### src/rtl/bdpc_pkg.sv
package bdpc_pkg;
	localparam int IN_BITS     = 16;
	localparam int WIDTH_BITS  = 13;
	localparam int HEIGHT_BITS = 15;
	localparam int GAIN_BITS   = 12;
	localparam int GAIN_FRAC   = 8;
	localparam int CFG_IDX_BITS = 8;
	localparam int CFG_DATA_BITS = 16;
	localparam int FIFO_DEPTH  = 4;
	localparam int ROW_BITS    = HEIGHT_BITS + 1;

	localparam logic [CFG_IDX_BITS-1:0] REG_WIDTH  = 8'd0;
	localparam logic [CFG_IDX_BITS-1:0] REG_HEIGHT = 8'd1;
	localparam logic [CFG_IDX_BITS-1:0] REG_BRIGHT = 8'd2;
	localparam logic [CFG_IDX_BITS-1:0] REG_DARK   = 8'd3;

	typedef struct packed {
		logic [IN_BITS-1:0] pixel_value;
		logic               flush;
	} px_t;

	typedef struct packed {
		logic [IN_BITS-1:0] corrected_value;
		logic               was_replaced;
		logic               frame_end;
	} res_t;

	// per-column job info from the front to the back
	typedef struct packed {
		logic emit;
		logic top_ok;
		logic bot_ok;
		logic left_ok;
		logic right_ok;
		logic frame_end;
	} job_t;
endpackage

### src/rtl/bdpc_back.sv
module bdpc_back
	import bdpc_pkg::*;
#(
	parameter int PIXEL_BITS = 16
) (
	input  logic                    clk,
	input  logic                    arst_n,
	input  logic [GAIN_BITS-1:0]    bright_gain,
	input  logic [GAIN_BITS-1:0]    dark_gain,
	input  logic                    empty,
	input  logic [3*PIXEL_BITS-1:0] col,
	input  job_t                    job,
	output logic                    pop,
	output logic                    res_valid,
	input  logic                    res_stall,
	output res_t                    res_data
);
	localparam int P  = PIXEL_BITS;
	localparam int XW = P + GAIN_BITS - GAIN_FRAC;
	localparam logic [XW-1:0] PIXMAX = XW'((1 << P) - 1);

	typedef logic [P-1:0] pix_t;

	function automatic pix_t mn(input pix_t a, input pix_t b);
		return (a < b) ? a : b;
	endfunction
	function automatic pix_t mx(input pix_t a, input pix_t b);
		return (a < b) ? b : a;
	endfunction
	function automatic pix_t med3(input pix_t a, input pix_t b, input pix_t c);
		return mx(mn(a, b), mn(mx(a, b), c));
	endfunction

	// window columns: [0] newest, [2] centre, [4] oldest; rows [0] top..[2] bottom
	pix_t win_q [5][3];
	pix_t lo_s2 [3], mi_s2 [3], hi_s2 [3];
	pix_t lo_s3, mi_s3, hi_s3, m_s4, pix_s2, pix_s3, pix_s4, m_s5, pix_s5;
	logic [P+GAIN_BITS-1:0] pb_s5, pd_s5;
	logic v_s1, v_s2, v_s3, v_s4, v_s5;
	logic fe_s2, fe_s3, fe_s4, fe_s5;
	job_t job_s1;
	logic adv;
	pix_t sel [3][3];
	logic [XW-1:0] bright, dark, bsh;
	logic repl;

	assign adv = !res_valid || !res_stall;
	assign pop = adv && !empty;

	always_comb begin
		for (int i = 0; i < 3; i++) begin
			// i: 0 right, 1 centre, 2 left column
			int k;
			k = (i == 0) ? (job_s1.right_ok ? 0 : 2) :
				(i == 2) ? (job_s1.left_ok ? 4 : 2) : 2;
			sel[i][0] = job_s1.top_ok ? win_q[k][0] : win_q[k][1];
			sel[i][1] = win_q[k][1];
			sel[i][2] = job_s1.bot_ok ? win_q[k][2] : win_q[k][1];
		end
	end

	assign bsh    = pb_s5[P+GAIN_BITS-1:GAIN_FRAC];
	assign bright = (bsh > PIXMAX) ? PIXMAX : bsh;
	assign dark   = pd_s5[P+GAIN_BITS-1:GAIN_FRAC];
	assign repl   = (XW'(pix_s5) > bright) || (XW'(pix_s5) < dark);

	always_ff @(posedge clk or negedge arst_n) begin
		if (!arst_n) begin
			v_s1      <= 1'b0;
			v_s2      <= 1'b0;
			v_s3      <= 1'b0;
			v_s4      <= 1'b0;
			v_s5      <= 1'b0;
			res_valid <= 1'b0;
		end else if (adv) begin
			v_s1      <= !empty && job.emit;
			v_s2      <= v_s1;
			v_s3      <= v_s2;
			v_s4      <= v_s3;
			v_s5      <= v_s4;
			res_valid <= v_s5;
		end
	end

	always_ff @(posedge clk) begin
		if (pop) begin
			win_q[0][0] <= col[3*P-1:2*P];
			win_q[0][1] <= col[2*P-1:P];
			win_q[0][2] <= col[P-1:0];
			for (int i = 1; i < 5; i++) begin
				win_q[i] <= win_q[i-1];
			end
			job_s1 <= job;
		end
		if (adv) begin
			for (int i = 0; i < 3; i++) begin
				lo_s2[i] <= mn(mn(sel[i][0], sel[i][1]), sel[i][2]);
				mi_s2[i] <= med3(sel[i][0], sel[i][1], sel[i][2]);
				hi_s2[i] <= mx(mx(sel[i][0], sel[i][1]), sel[i][2]);
			end
			pix_s2 <= win_q[2][1];
			fe_s2  <= job_s1.frame_end;

			lo_s3  <= mx(mx(lo_s2[0], lo_s2[1]), lo_s2[2]);
			mi_s3  <= med3(mi_s2[0], mi_s2[1], mi_s2[2]);
			hi_s3  <= mn(mn(hi_s2[0], hi_s2[1]), hi_s2[2]);
			pix_s3 <= pix_s2;
			fe_s3  <= fe_s2;

			m_s4   <= med3(lo_s3, mi_s3, hi_s3);
			pix_s4 <= pix_s3;
			fe_s4  <= fe_s3;

			pb_s5  <= (P+GAIN_BITS)'(m_s4) * (P+GAIN_BITS)'(bright_gain);
			pd_s5  <= (P+GAIN_BITS)'(m_s4) * (P+GAIN_BITS)'(dark_gain);
			m_s5   <= m_s4;
			pix_s5 <= pix_s4;
			fe_s5  <= fe_s4;

			res_data.corrected_value <= IN_BITS'(repl ? m_s5 : pix_s5);
			res_data.was_replaced    <= repl;
			res_data.frame_end       <= fe_s5;
		end
	end
endmodule

### config.mk
export PLATFORM = sky130hd
export DESIGN_NAME = bdpc_back
export DESIGN_NICKNAME = d
export VERILOG_FILES = /design/src/rtl/bdpc_pkg.sv /design/src/rtl/bdpc_back.sv
export SDC_FILE = /design/constraint.sdc
export NUM_CORES = 2
export LEC_CHECK = 0
export ABC_AREA = 1
export BUFFER_PORTS_ARGS = -buffer_cell sky130_fd_sc_hd__buf_2
export CAP_MARGIN = 0
export CORE_UTILIZATION = 57
export CTS_CLUSTER_SIZE = 8
export DETAILED_ROUTE_END_ITERATION = 6
export HOLD_SLACK_MARGIN = 0.02
export PLACE_DENSITY = 0.76
export SETUP_SLACK_MARGIN = 0.02
export SLEW_MARGIN = 25
export SYNTH_ARGS = -nofsm -noshare
export SYNTH_HDL_FRONTEND = slang
export SYNTH_SLANG_ARGS = --single-unit
### constraint.sdc
create_clock -name clk -period 13.6 [get_ports clk]
set_clock_uncertainty 0.1 [all_clocks]
set_input_delay 0.68 -clock clk [delete_from_list [all_inputs] [get_ports clk]]
set_output_delay 0.68 -clock clk [all_outputs]
set_load 0.005 [all_outputs]
==> metrics list <==
* Run status: finished with violations
- The final reports fail on design-rule violations.
- The final layout contains routed wiring with a total length of 122 mm.
- Min-delay src: col[37]
- For this block, the initial DRC count from the detailed router was 3378.
- In the final routed layout, each cell accounts on average for 19.9 um.
- For the pin with the worst max-slew slack, the measured transition is 1230 ps.
* Required @ worst endpoint: 13900 ps
- Via Count: 34800
- The count of pins over their slew limit is 0.
* Multiplexer share of the synthesized area: 0.000739
- The endpoint identified for the worst register-to-register timing path is mi_s2[0][1]$_DFFE_PN_.
- For this run, the slowest stage of the critical path takes 1000 ps.
* Net count of the finished layout: 5892
* Setup crit start kind: flop
- Once layout is done, the placed cells without fillers occupy 49600 um^2.
- Main combinational cell family by area after synthesis: adder cells
- The worst pin sits at a relative slew slack of 0.174.
- In this run the cell area measured after placement is 47100 um^2.
* Primary FF master, synth: edfxtp_1
- The cell area that synthesis handed to floorplanning was 45700 um^2.
- CP most frequent cell: a21oi_1
- Count of endpoints failing hold in the final timing report: 0
* Complex-gate fraction of the synthesized area: 0.107
- In this run the clock root is driven by a clkbuf_16.
- Critical path fanouts, max: 67
- Clock-pin slew was measured on the worst setup and hold paths at 50 ps.
- Counting flops with a built-in enable in the synthesized netlist gives 595.
* Data arrival at the endpoint of the critical path: 8800 ps
- Top Ports: 102
- Initial antenna violation count: 0
- Antenna-violating nets left: 0
* Most numerous cell types in the synthesized netlist: nand2_1, inv_1, edfxtp_1, o21ai_0, ha_1
* Via density per instance: 5.68
- Drc violations: 1
* Placer Congestion: 1.02
* Crit Path Class: reg -> reg
- For the worst flop-to-flop path, the logic depth is 29.
* Fin crit period: 8500 ps
- Clk sink count: 601
- Of the total synthesized cell area, the portion taken by XOR and XNOR cells is 0.00843.
- Cell count after synthesis: 5025
- For this run the aggregate overflow at the end of global routing stands at 0.
- Share of the synthesized area in the top cell type: 0.391
- The path with the worst hold slack has its endpoint at win_q[0][37]$_DFFE_PP_.
* Top cell type by total area after synthesis: edfxtp_1
- Counting along the longest clock path gives a buffer depth of 3.
- The path class of the tightest hold or removal check is in -> reg.
- Number of buffers added by the clock tree synthesis step: 86
* Global routing usage summed across all routing layers: 0.305
* Count of state elements after synthesis: 601
- Sequential area share after synthesis: 0.394
* Insertion delay of the later-clocked pin in the worst-skew pair: 670 ps
- CTS built an H-tree with a depth of 3.
- Asr flop ratio synth: 0.00998
- Vias in the first global route: 33800
- Counting instances, the worst hold path has a depth of 1.
- Setup TNS Final: 0 ps
- The floorplan step set the die height to 285 um.
* Area delta synth->final: 8.46%
- The floorplan step defined a core boundary enclosing 79100 um^2.
- Die width: 285 um
- TritonCTS built the clock tree.
- Worst r2r src: job_s1[4]$_DFFE_PP_
- The first global-routing pass estimated 190 mm of wire.
- Placed wire-length estimate after detailed placement: 93.2 mm
* Total of endpoints with negative setup slack in the final report: 0
- Category of the worst setup path capture point: flop
- For this run, the detailed router's first-pass iteration total came to 7.
- For this design, the slowest cell found on the critical path is clkinv_1.
- Antenna diode instance count: 0
- Sorting the synthesized cells by area gives the leading types as edfxtp_1, ha_1, fa_1.
* Area share of fa/ha/maj cells after synthesis: 0.255
* Total Die Area: 81300 um^2
* Hold slack final: 79.6 ps
- Simple-Gate Fraction of Synth Area: 0.151
* Flop-to-flop setup slack: 5100 ps
- Mean Syn Cell Area: 9.09 um^2
- Fmax: 118 MHz
- RSZ-0062 raised after global routing: no
- The initial utilization of the core area, before any placement, comes to 0.578.
* Number of max-cap violations: 0
- Buffers placed on the I/O ports in this run total 101.
- By instance count, the leading cell after synthesis is nand2_1.
* Number of placement rows: 103
* Largest net degree at the start of global routing: 180
- The Yosys step of the flow raised 0 warnings.
* Ratio of cells with drive above 1 in the final layout: 0.0651
- Total nets after synthesis: 5870
- Final worst-path cycle share: 0.625
- Synth unique cells: 49
-- area by class of cell --
class,count,area (um^2)
Inverter,797,2990
Multi-Input combinational cell,3413,23900
Fill cell,6474,29600
Clock inverter,10,274
Clock buffer,99,2210
Tap cell,1050,1310
Timing Repair Buffer,148,893
Sequential cell,601,18000
-- per-layer routing --
layer  vias to the layer above  wire [um]  GRT usage
met4                         0       7170      0.163
met3                       362       8820     0.0413
met5                         -          0          0
li1                      16600          -          -
met2                      1466      59000      0.518
met1                     16400      47100      0.378
-- logic make-up (layout without fill, tap and decap cells) --
| logic type | after synthesis | count (layout) |
|---|---|---|
| flops | 601 | 601 |
| buf+inv | 1011 | 1054 |
| mux | 3 | 3 |
| fa+ha+maj | 763 | 763 |
| xor+xnor | 44 | 44 |
| compound gates | 919 | 919 |
| simple gates | 1684 | 1684 |
-- repair_timing --
item	in CTS	in global routing
setup buffers	0	0
hold buffers	1	0
resized for setup	0	0
endpoints found under the hold margin	6	0
-- layout by cell type (no fill, tap or decap), types with 5 or more instances in the layout --
cell type  count
clkbuf_16     86
edfxtp_1     595
nand4_1       29
clkinv_16      7
nand2_4       10
o221a_2        8
inv_1        792
a211oi_1      29
ha_1         485
buf_2        101
nand3b_1      17
a21o_1         8
o21ai_1       12
nor3_1        21
clkbuf_1      12
a21oi_1      265
fa_1         278
o21ai_0      547
xnor2_1       15
and2_1         5
a31oi_1        9
buf_4         43
nor4_1         5
xor2_1        29
o211ai_1       7
or2_2         33
nand3_1      129
nand2_2       22
nand2_1     1240
nor2_1       171
dfrtp_1        6
-- worst max-delay path by stage --
stage | from | endpoint | slack (ps) | cells after the start
after floorplan | res_stall | v_s2$_DFFE_PN0N_ | 4200 | 2
after detailed placement | job_s1[1]$_DFFE_PP_ | mi_s2[0][11]$_DFFE_PN_ | 5570 | 31
after CTS | job_s1[1]$_DFFE_PP_ | mi_s2[0][10]$_DFFE_PN_ | 5510 | 31
after global placement | job_s1[1]$_DFFE_PP_ | mi_s2[0][1]$_DFFE_PN_ | 5750 | 29
final | job_s1[4]$_DFFE_PP_ | mi_s2[0][1]$_DFFE_PN_ | 5100 | 29
after global routing | job_s1[4]$_DFFE_PP_ | mi_s2[0][3]$_DFFE_PN_ | 4320 | 31
-- worst max-delay path, delay by kind of cell (launching register included) --
| kind | cells | cell delay (ps) |
|---|---|---|
| AO/OA/AOI/OAI | 13 | 3350 |
| adder cells (fa/ha/maj) | 3 | 920 |
| buffers and inverters | 4 | 1930 |
| flip-flops | 1 | 330 |
| AND/OR/NAND/NOR | 9 | 1550 |
-- per-stage QoR --
stage / instances / setup slack [ps] / utilization
2_1_floorplan: 5025 / 4200 / -
5_1_grt: 6118 / 4320 / 0.626
6_report: 6118 / 5100 / 0.626
3_3_place_gp: 6007 / 5750 / 0.595
4_1_cts: 6117 / 5510 / 0.626
3_5_place_dp: 6007 / 5570 / 0.595
-- state kept, by name (all words and copies together) (netlist names), 5 cells and up --
signal    count
win_q       240
lo_s2        48
pix_s5       16
pd_s5        20
m_s4         16
mi_s3        16
mi_s2        48
pb_s5        20
lo_s3        16
hi_s2        48
job_s1        5
m_s5         16
pix_s2       16
hi_s3        16
pix_s3       16
pix_s4       16
res_data     18
Power is left out: the tool's default activity adds up to more than one toggle a clock period on the data nets, which glitch-free logic cannot reach.
