<file path="config.mk">
export PLATFORM = sky130hd
export DESIGN_NAME = bdpc_fifo
export DESIGN_NICKNAME = d
export VERILOG_FILES = /design/src/rtl/bdpc_fifo.sv
export SDC_FILE = /design/constraint.sdc
export NUM_CORES = 1
export LEC_CHECK = 0
export BUFFER_PORTS_ARGS = -buffer_cell sky130_fd_sc_hd__buf_2
export CAP_MARGIN = 40
export CORE_MARGIN = 2
export CORE_UTILIZATION = 49
export DETAILED_ROUTE_END_ITERATION = 8
export PLACE_DENSITY_LB_ADDON = 0.05
export SYNTH_ARGS = -nofsm -noshare
export SYNTH_HDL_FRONTEND = slang
export SYNTH_SLANG_ARGS = --single-unit
</file>
<file path="constraint.sdc">
create_clock -name clk -period 1.16 [get_ports clk]
set_input_delay 0.232 -clock clk [delete_from_list [all_inputs] [get_ports clk]]
set_output_delay 0.232 -clock clk [all_outputs]
set_load 0.02 [all_outputs]
</file>
<file path="src/rtl/bdpc_fifo.sv">
module bdpc_fifo #(
	parameter int WIDTH = 8,
	parameter int DEPTH = 4
) (
	input  logic                       clk,
	input  logic                       arst_n,
	input  logic                       push,
	input  logic [WIDTH-1:0]           wdata,
	input  logic                       pop,
	output logic [WIDTH-1:0]           rdata,
	output logic                       empty,
	output logic [$clog2(DEPTH+1)-1:0] count
);
	localparam int PW = $clog2(DEPTH);

	logic [WIDTH-1:0] slot_q [DEPTH];
	logic [PW-1:0]    wptr_q, rptr_q;
	logic [$clog2(DEPTH+1)-1:0] count_q;

	assign rdata = slot_q[rptr_q];
	assign empty = (count_q == '0);
	assign count = count_q;

	always_ff @(posedge clk) begin
		if (push) begin
			slot_q[wptr_q] <= wdata;
		end
	end

	always_ff @(posedge clk or negedge arst_n) begin
		if (!arst_n) begin
			wptr_q  <= '0;
			rptr_q  <= '0;
			count_q <= '0;
		end else begin
			if (push) begin
				wptr_q <= (wptr_q == PW'(DEPTH - 1)) ? '0 : wptr_q + PW'(1);
			end
			if (pop) begin
				rptr_q <= (rptr_q == PW'(DEPTH - 1)) ? '0 : rptr_q + PW'(1);
			end
			if (push && !pop) begin
				count_q <= count_q + 1'b1;
			end else if (pop && !push) begin
				count_q <= count_q - 1'b1;
			end
		end
	end
endmodule

</file>
==> results of run 1 <==
## power groups by stage
stage          clock network (mW)  logic, mW  registers [mW]
6_report                    0.646       2.27            2.09
2_1_floorplan                   0       1.06            2.07
4_1_cts                     0.667       1.97            2.06
3_5_place_dp                    0       1.60            2.09
5_1_grt                     0.717       2.45            2.12
3_3_place_gp                    0       1.57            2.07
## repair_timing
action	4_1_cts	5_1_grt
endpoints found under the hold margin	7	0
pin swaps	4	2
endpoints found under the setup margin	48	47
hold buffers	1	0
buffers inserted	4	2
gates resized for setup	26	22
## layer usage
metal | track usage [%] | wire length [um] | up-vias
met1 | 23.4 | 1120 | 402
met3 | 4.90 | 79 | 7
met5 | 0 | 0 | -
met2 | 23.4 | 1360 | 18
met4 | 9.32 | 59 | 0
li1 | - | - | 386
## path summary, 6_finish.rpt
path / start / to / slack (ns) / cells past startpoint
setup / recovery: rptr_q[0] / rdata[2] / -0.64 / 3
min in group asynchronous: arst_n / count[0] / 0.24 / 2
hold reg to reg: count[2] / count[2] / 0.54 / 1
setup reg to reg: count[1] / count[2] / -0.23 / 5
max in group asynchronous: arst_n / rptr_q[1] / 0.74 / 2
hold / removal: wdata[0] / slot_q[3][0] / 0.1 / 1
## critical path, stage by stage (launching register included)
cell     delay [ns]
dfrtp_1        0.42
buf_4          0.15
mux4_2         0.51
buf_6          0.15
## flip-flops by register name, summed over array words and instances (netlist names)
register / count
count: 3
rptr_q: 2
wptr_q: 2
slot_q: 32
## cells by family after synthesis
family,share of synthesized area (%)
multiplexers,13.0
flip-flops,72.8
buffers and inverters,2.00
adder cells (fa/ha/maj),6.09
AND/OR/NAND/NOR,3.21
AO/OA/AOI/OAI,1.20
XOR/XNOR,1.68
## cells in the final DEF, fill, tap and decap left out
master | synthesis | routed
edfxtp_1 | 32 | 32
buf_6 | 1 | 17
buf_2 | 1 | 11
buf_4 | 0 | 10
mux4_2 | 8 | 8
ha_4 | 0 | 6
clkbuf_4 | 0 | 5
and2_4 | 0 | 4
dfrtp_1 | 7 | 4
inv_2 | 0 | 3
dfrtp_2 | 0 | 3
mux2_4 | 0 | 2
nor2_1 | 2 | 2
nand2_1 | 2 | 2
o21ai_0 | 2 | 2
xor2_1 | 2 | 2
clkbuf_1 | 0 | 2
inv_4 | 0 | 1
nor3_2 | 0 | 1
xnor2_1 | 1 | 1
nor3_1 | 2 | 1
a21o_2 | 1 | 1
fa_2 | 0 | 1
clkinv_2 | 0 | 1
dlygate4sd3_1 | 0 | 1
## final cells by class
type,instances,area (um2)
Inverter,4,17.5
Tap cell,44,55.1
Fill cell,221,966
Sequential cell,39,1140
Timing Repair Buffer,39,332
Clock buffer,7,45.0
Clock inverter,1,5.00
Multi-Input combinational cell,33,493
## per-stage QoR
step                cells  utilization, %
floorplan              78               -
global placement      152            59.3
detailed placement    152            59.3
CTS                   165            65.0
global route          167            68.4
finish                167            68.4
==> impl_metrics.yaml, run 1 <==
status:
  run_status: "complete, but fails checks"
  violations: "negative setup slack"
logic_synthesis:
  synthArstFlopShare_pct: 17.9
  ys_top_cells_by_count: "edfxtp_1, mux4_2, dfrtp_1, ha_1"
  syn_area_um2: 1560
  yosys_warnings: 0
  synth.area.top_cells: "edfxtp_1, mux4_2, dfrtp_1"
  netlist_instances: 78
  avgSynthCellArea_um2: 20.0
  synth_edf_count: 32
  synth_top_flop_cell: "edfxtp_1"
  synth.most_common_cell: "edfxtp_1"
  synth.distinct_cells: 17
  synth-seq-cells: 39
  yosysTopAreaCell: "edfxtp_1"
  seq_area_frac_synth_pct: 72.8
  synth_nets: 97
  synth_top_area_share_pct: 61.6
pwr:
  finalPower_mw: 5.00
  power_density_nw_per_um2: 2400
  clkPwrFrac_pct: 12.9
  power.share.switching_pct: 32.7
  switchingPower_mw: 1.64
  leakagePower_nw: 0.786
  intPower_mw: 3.37
  power_frac_seq_pct: 41.7
  ir_drop_uv: 1280
  combPwrFrac_pct: 45.4
min_path:
  hp-class: "input port to register"
clock_network:
  clk_latency_ns: 0.34
  cts_tree: "yes"
  cts.path.max_buffers: 2
  numCtsBuffers: 5
  clock_sinks: 39
  cts_htree_levels: 2
  root_buffer: "clkbuf_4"
  clk_pin_slew_ns: 0.10
floorplanning:
  rows: 20
  die_w_um: 60.4
  die_h_um: 60.4
  die_area_um2: 3650
  start_util_pct: 51.1
  ios: 24
  core_area_um2: 3050
grt:
  grt_max_degree: 12
  antenna_found_initial: 0
  grt_pass1_vias: 817
  grt_usage_pct: 16.6
  grt_overflow: 0
  grt_pass1_wl_um: 4020
timing:
  grt_setup_unrepaired: "true"
  layout_setup_ws_ns: -0.638
  tightest_slew_ns: 0.274
  final_hold_viol_count: 0
  slew_headroom_pct: 81.7
  fmax_ghz: 0.556
  whs_ns: 0.0978
  fin_crit_sh_pct: 155
  totalNegativeSetupSlack_ns: -6.82
  post-route-min-period_ns: 1.80
  setup_violations: 46
  clock_skew_ns: 0.00324
  final_max_slew_viol_count: 0
finish:
  antenna_cells: 0
  num-nets-final: 141
  final_area_um2: 2090
  layout-drive-gt1-share_pct: 60.2
  area_growth_pct: 33.8
place:
  dp_hpwl_um: 1730
  postPlaceCellArea_um2: 1810
  dp_slack_ns: -0.298
  portBuffers: 23
  gp_congestion: 0.632
detailed_routing:
  antenna_left: 0
  viasPerCell: 4.87
  post_drt_wl_per_cell_um: 15.7
  drt_wl_total_um: 2620
  via_count: 813
  drt_iter0_drc: 12
  drt_pass1_iterations: 3
  post-route-drc-count: 0
critical_path:
  arrival_ns: 1.57
  crit_path_start_kind: "register"
  path_class: "register to primary output"
  worst_setup_path_end_kind: "primary output"
  worstPathRequired_ns: 0.93
  worstPathMaxFanout: 3
flow_run:
  max_cap_violations: 0
Power figures use the tool's default switching activity.
==> run 2: changes to the inputs <==
CORE_UTILIZATION = 50   (was 49)
SKIP_LAST_GASP = 1   (was unset)
clock period = 2 ns   (was 1.16 ns; I/O delays follow)
==> impl_metrics.yaml, run 2 (synthesis gave the netlist of run 1 again) <==
status:
  run_status: "finished, final reports clean"
place:
  gp_congestion: 0.632
  dp_hpwl_um: 1570
  dp_slack_ns: 0.288
  portBuffers: 23
finish:
  area_growth_pct: 17.2
  num-nets-final: 130
  layout_common_cells: "edfxtp_1, buf_2, mux4_2, buf_6"
  fillCellCount: 231
  antenna_cells: 0
  fin_util_pct: 60.9
  largest_reg_flops: 32
  largest_register: "slot_q"
  final_common_cell: "edfxtp_1"
  layout-drive-gt1-share_pct: 40.0
grt:
  antenna_found_initial: 0
  grt_overflow: 0
  grt_max_degree: 11
  grt_usage_pct: 15.3
  grt_pass1_vias: 773
  grt_pass1_wl_um: 3640
floorplanning:
  die_w_um: 59.9
  die_h_um: 59.9
  die_area_um2: 3580
  ios: 24
  core_area_um2: 3000
  rows: 20
  start_util_pct: 52.0
detailed_routing:
  post_drt_wl_per_cell_um: 15.8
  antenna_left: 0
  wl_met2_um: 1170
  via_count: 762
  post-route-drc-count: 0
  highest_layer: "met4"
  viasPerCell: 5.33
  met3_length_um: 115
  wl_met1_um: 932
  drt_iter0_drc: 7
  drt_wl_total_um: 2260
  drt_pass1_iterations: 3
timing:
  setup_violations: 0
  tightest_slew_ns: 0.439
  final_hold_viol_count: 0
  clock_skew_ns: 0.00854
  fin_crit_sh_pct: 96.8
  fmax_ghz: 0.516
  totalNegativeSetupSlack_ns: 0
  layout_setup_ws_ns: 0.0631
  final_max_slew_viol_count: 0
  slew_headroom_pct: 70.7
  whs_ns: 0.279
  post-route-min-period_ns: 1.94
  grt_setup_unrepaired: "true"
critical_path:
  worst_setup_path_end_kind: "primary output"
  worstPathMaxFanout: 4
  path_class: "register to primary output"
  path_cells: "buf_6 > mux4_2 > buf_6"
  worstPathRequired_ns: 1.60
  crit_path_start_kind: "register"
  ff2ff_setup_slack_ns: 0.58
  slowest_delay_ns: 0.50
  cp_slowest_cell: "mux4_2"
  arrival_ns: 1.54
  cp_common_cell: "buf_6"
clock_network:
  root_buffer: "clkbuf_4"
  cts_tree: "yes"
  clock_sinks: 39
  numCtsBuffers: 5
  cts.path.max_buffers: 2
  clk_latency_ns: 0.33
  cts_htree_levels: 2
  clk_pin_slew_ns: 0.10
pwr:
  finalPower_mw: 2.49
  ir_drop_uv: 725
  power_density_nw_per_um2: 1360
  leakagePower_nw: 0.701
min_path:
  hp-class: "input port to register"
flow_run:
  max_cap_violations: 0
-- run 2: changes by cell type in the layout (fill, tap and decap cells not counted), sizes merged --
| cell | delta |
|---|---|
| buf | -11 |
| clkbuf | -1 |
| clkinv | -1 |
-- run 2: stage by stage --
step           std cells  area [um2]
2_1_floorplan         78        1560
3_3_place_gp         134        1720
3_5_place_dp         134        1720
4_1_cts              143        1780
5_1_grt              143        1830
6_report             143        1830
-- run 2: area by class of cell --
class,instances,area [um2],share of cell area (%)
Sequential cell,39,1140,62.2
Multi-Input combinational cell,33,393,21.5
Timing Repair Buffer,28,200,11.0
Clock buffer,6,41.3,2.26
Tap cell,33,41.3,2.26
Inverter,4,15.0,0.821
-- run 2: power by group --
| group | total (mW) | internal [mW] | switching (mW) | leakage (nW) |
|---|---|---|---|---|
| logic | 0.951 | 0.495 | 0.456 | 0.301 |
| registers | 1.20 | 1.07 | 0.128 | 0.376 |
| clock network | 0.347 | 0.125 | 0.222 | 0.0242 |
-- run 2: repair_timing --
action,4_1_cts,5_1_grt
hold endpoints to repair,7,0
hold buffers,1,0
resized for setup,1,14
setup endpoints to repair,7,7
setup buffers,2,0
-- run 2: routing by layer --
metal	up-vias	track usage [%]
li1	362	-
met1	378	16.9
met2	16	25.6
met3	6	6.71
met4	0	6.67
met5	-	0
-- run 2: path summary, 6_finish.rpt --
kind                                 from      endpoint  cells past startpoint
worst max-delay path            rptr_q[0]      rdata[3]                      3
worst min-delay path             wdata[1]  slot_q[2][1]                      1
worst max register to register  wptr_q[0]  slot_q[0][0]                      3
worst min register to register   count[2]      count[2]                      1
max in group asynchronous          arst_n     rptr_q[0]                      2
min in group asynchronous          arst_n      count[1]                      2
-- run 2: critical path: cells and delay by family, from the launching register on --
family / cells / cell delay (ns)
mux: 1 / 0.50
buf+inv: 2 / 0.29
flops: 1 / 0.42
==> run 3: changes to the inputs <==
CORE_ASPECT_RATIO = 0.6   (was unset)
==> impl_metrics.yaml, run 3 (synthesis gave the netlist of run 1 again) <==
floorplanning:
  die_w_um: 76.1
  die_area_um2: 3600
  core_area_um2: 2930
  start_util_pct: 53.3
  rows: 15
  ios: 24
  die_h_um: 47.3
timing:
  setup_violations: 0
  final_max_slew_viol_count: 0
  slew_headroom_pct: 70.1
  clock_skew_ns: 0.00536
  totalNegativeSetupSlack_ns: 0
  final_hold_viol_count: 0
  fin_crit_sh_pct: 95.3
  fmax_ghz: 0.525
  post-route-min-period_ns: 1.91
  tightest_slew_ns: 0.448
  grt_setup_unrepaired: "false"
critical_path:
  worstPathRequired_ns: 1.60
  worst_setup_path_end_kind: "primary output"
  ff2ff_path_depth: 3
  path_class: "register to primary output"
  crit_path_start_kind: "register"
  arrival_ns: 1.51
  worstPathMaxFanout: 11
detailed_routing:
  antenna_left: 0
  drt_pass1_iterations: 4
  viasPerCell: 4.89
  via_count: 739
  drt_iter0_drc: 54
  post-route-drc-count: 0
  post_drt_wl_per_cell_um: 15.8
  drt_wl_total_um: 2390
place:
  postPlaceCellArea_um2: 1730
  dp_cells: 142
  portBuffers: 23
  dp_hpwl_um: 1680
  gp_congestion: 0.698
status:
  run_status: "finished, final reports clean"
finish:
  final_cell_count_no_fill: 151
  largest_reg_flops: 32
  num-nets-final: 127
  antenna_cells: 0
  layout-drive-gt1-share_pct: 37.6
  final_area_um2: 1820
  final_common_cell: "edfxtp_1"
  area_growth_pct: 16.8
  layout_common_cells: "edfxtp_1, buf_2, mux4_2"
  largest_register: "slot_q"
flow_run:
  max_cap_violations: 0
grt:
  grt_pass1_wl_um: 3840
  grt_usage_pct: 15.6
  grt_overflow: 0
  antenna_found_initial: 0
  grt_max_degree: 12
  grt_pass1_vias: 799
min_path:
  hold_depth: 1
  hp-class: "input port to register"
clock_network:
  cts_resized: 0
  clk_latency_ns: 0.28
  cts_htree_levels: 2
  cts.path.max_buffers: 2
  clock_sinks: 39
  cts_tree: "yes"
  clk_pin_slew_ns: 0.07
  numCtsBuffers: 5
  root_buffer: "clkbuf_8"
pwr:
  ir_drop_uv: 664
  finalPower_mw: 2.53
  leakagePower_nw: 0.695
  power_density_nw_per_um2: 1390
[run 3: changes by cell type in the layout (fill, tap and decap cells not counted)]
cell      change
buf_2         +6
buf_4         -2
clkbuf_8      +5
dfrtp_2       -1
buf_6         -8
clkinv_2      +1
buf_12        +1
clkbuf_1      +1
clkbuf_4      -5
dfrtp_1       +1
[run 3: final timing paths]
check / startpoint / endpoint / slack, ns
min in group asynchronous: arst_n / wptr_q[0] / 0.48
setup / recovery: rptr_q[0] / rdata[7] / 0.09
hold / removal: wdata[2] / slot_q[1][2] / 0.33
setup reg to reg: wptr_q[0] / slot_q[0][0] / 0.56
max in group asynchronous: arst_n / count[2] / 1.35
hold reg to reg: count[2] / count[2] / 0.49
[run 3: stage by stage]
step                setup slack (ns)  hold slack [ns]  utilization, %
finish                        0.0942            0.332            62.3
global placement               0.340            0.245            59.1
detailed placement             0.296            0.249            59.1
floorplan                      0.492            0.104               -
CTS                           0.0637            0.327            62.3
global route                  0.0387            0.331            62.3
[run 3: what timing repair did]
item | in CTS | in global routing
hold buffers | 1 | 0
buffers inserted | 0 | 0
endpoints found under the hold margin | 7 | 0
[run 3: power by group]
group	total, mW	internal, mW	leakage (nW)	switching (mW)
sequential	1.19	1.07	0.377	0.118
combinational	0.849	0.393	0.276	0.457
clock	0.495	0.245	0.0422	0.250
[run 3: critical path: stages, from the launching register on]
cell and delay (ns):
dfrtp_1 0.38, buf_12 0.16, mux4_2 0.51, buf_2 0.18
[run 3: cell type report]
class,count,area [um2]
multi-input combinational,33,393
tap,42,52.6
clock buffer,7,76.3
clock inverter,1,5.00
timing repair buffer,25,145
inverter,4,15.0
fill,227,1100
sequential,39,1140
[run 3: routing by layer]
metal,track usage (%),part of all wire [%]
met2,26.3,46
met1,19.5,49
met4,6.55,0.80
met3,5.38,4.2
met5,0,0
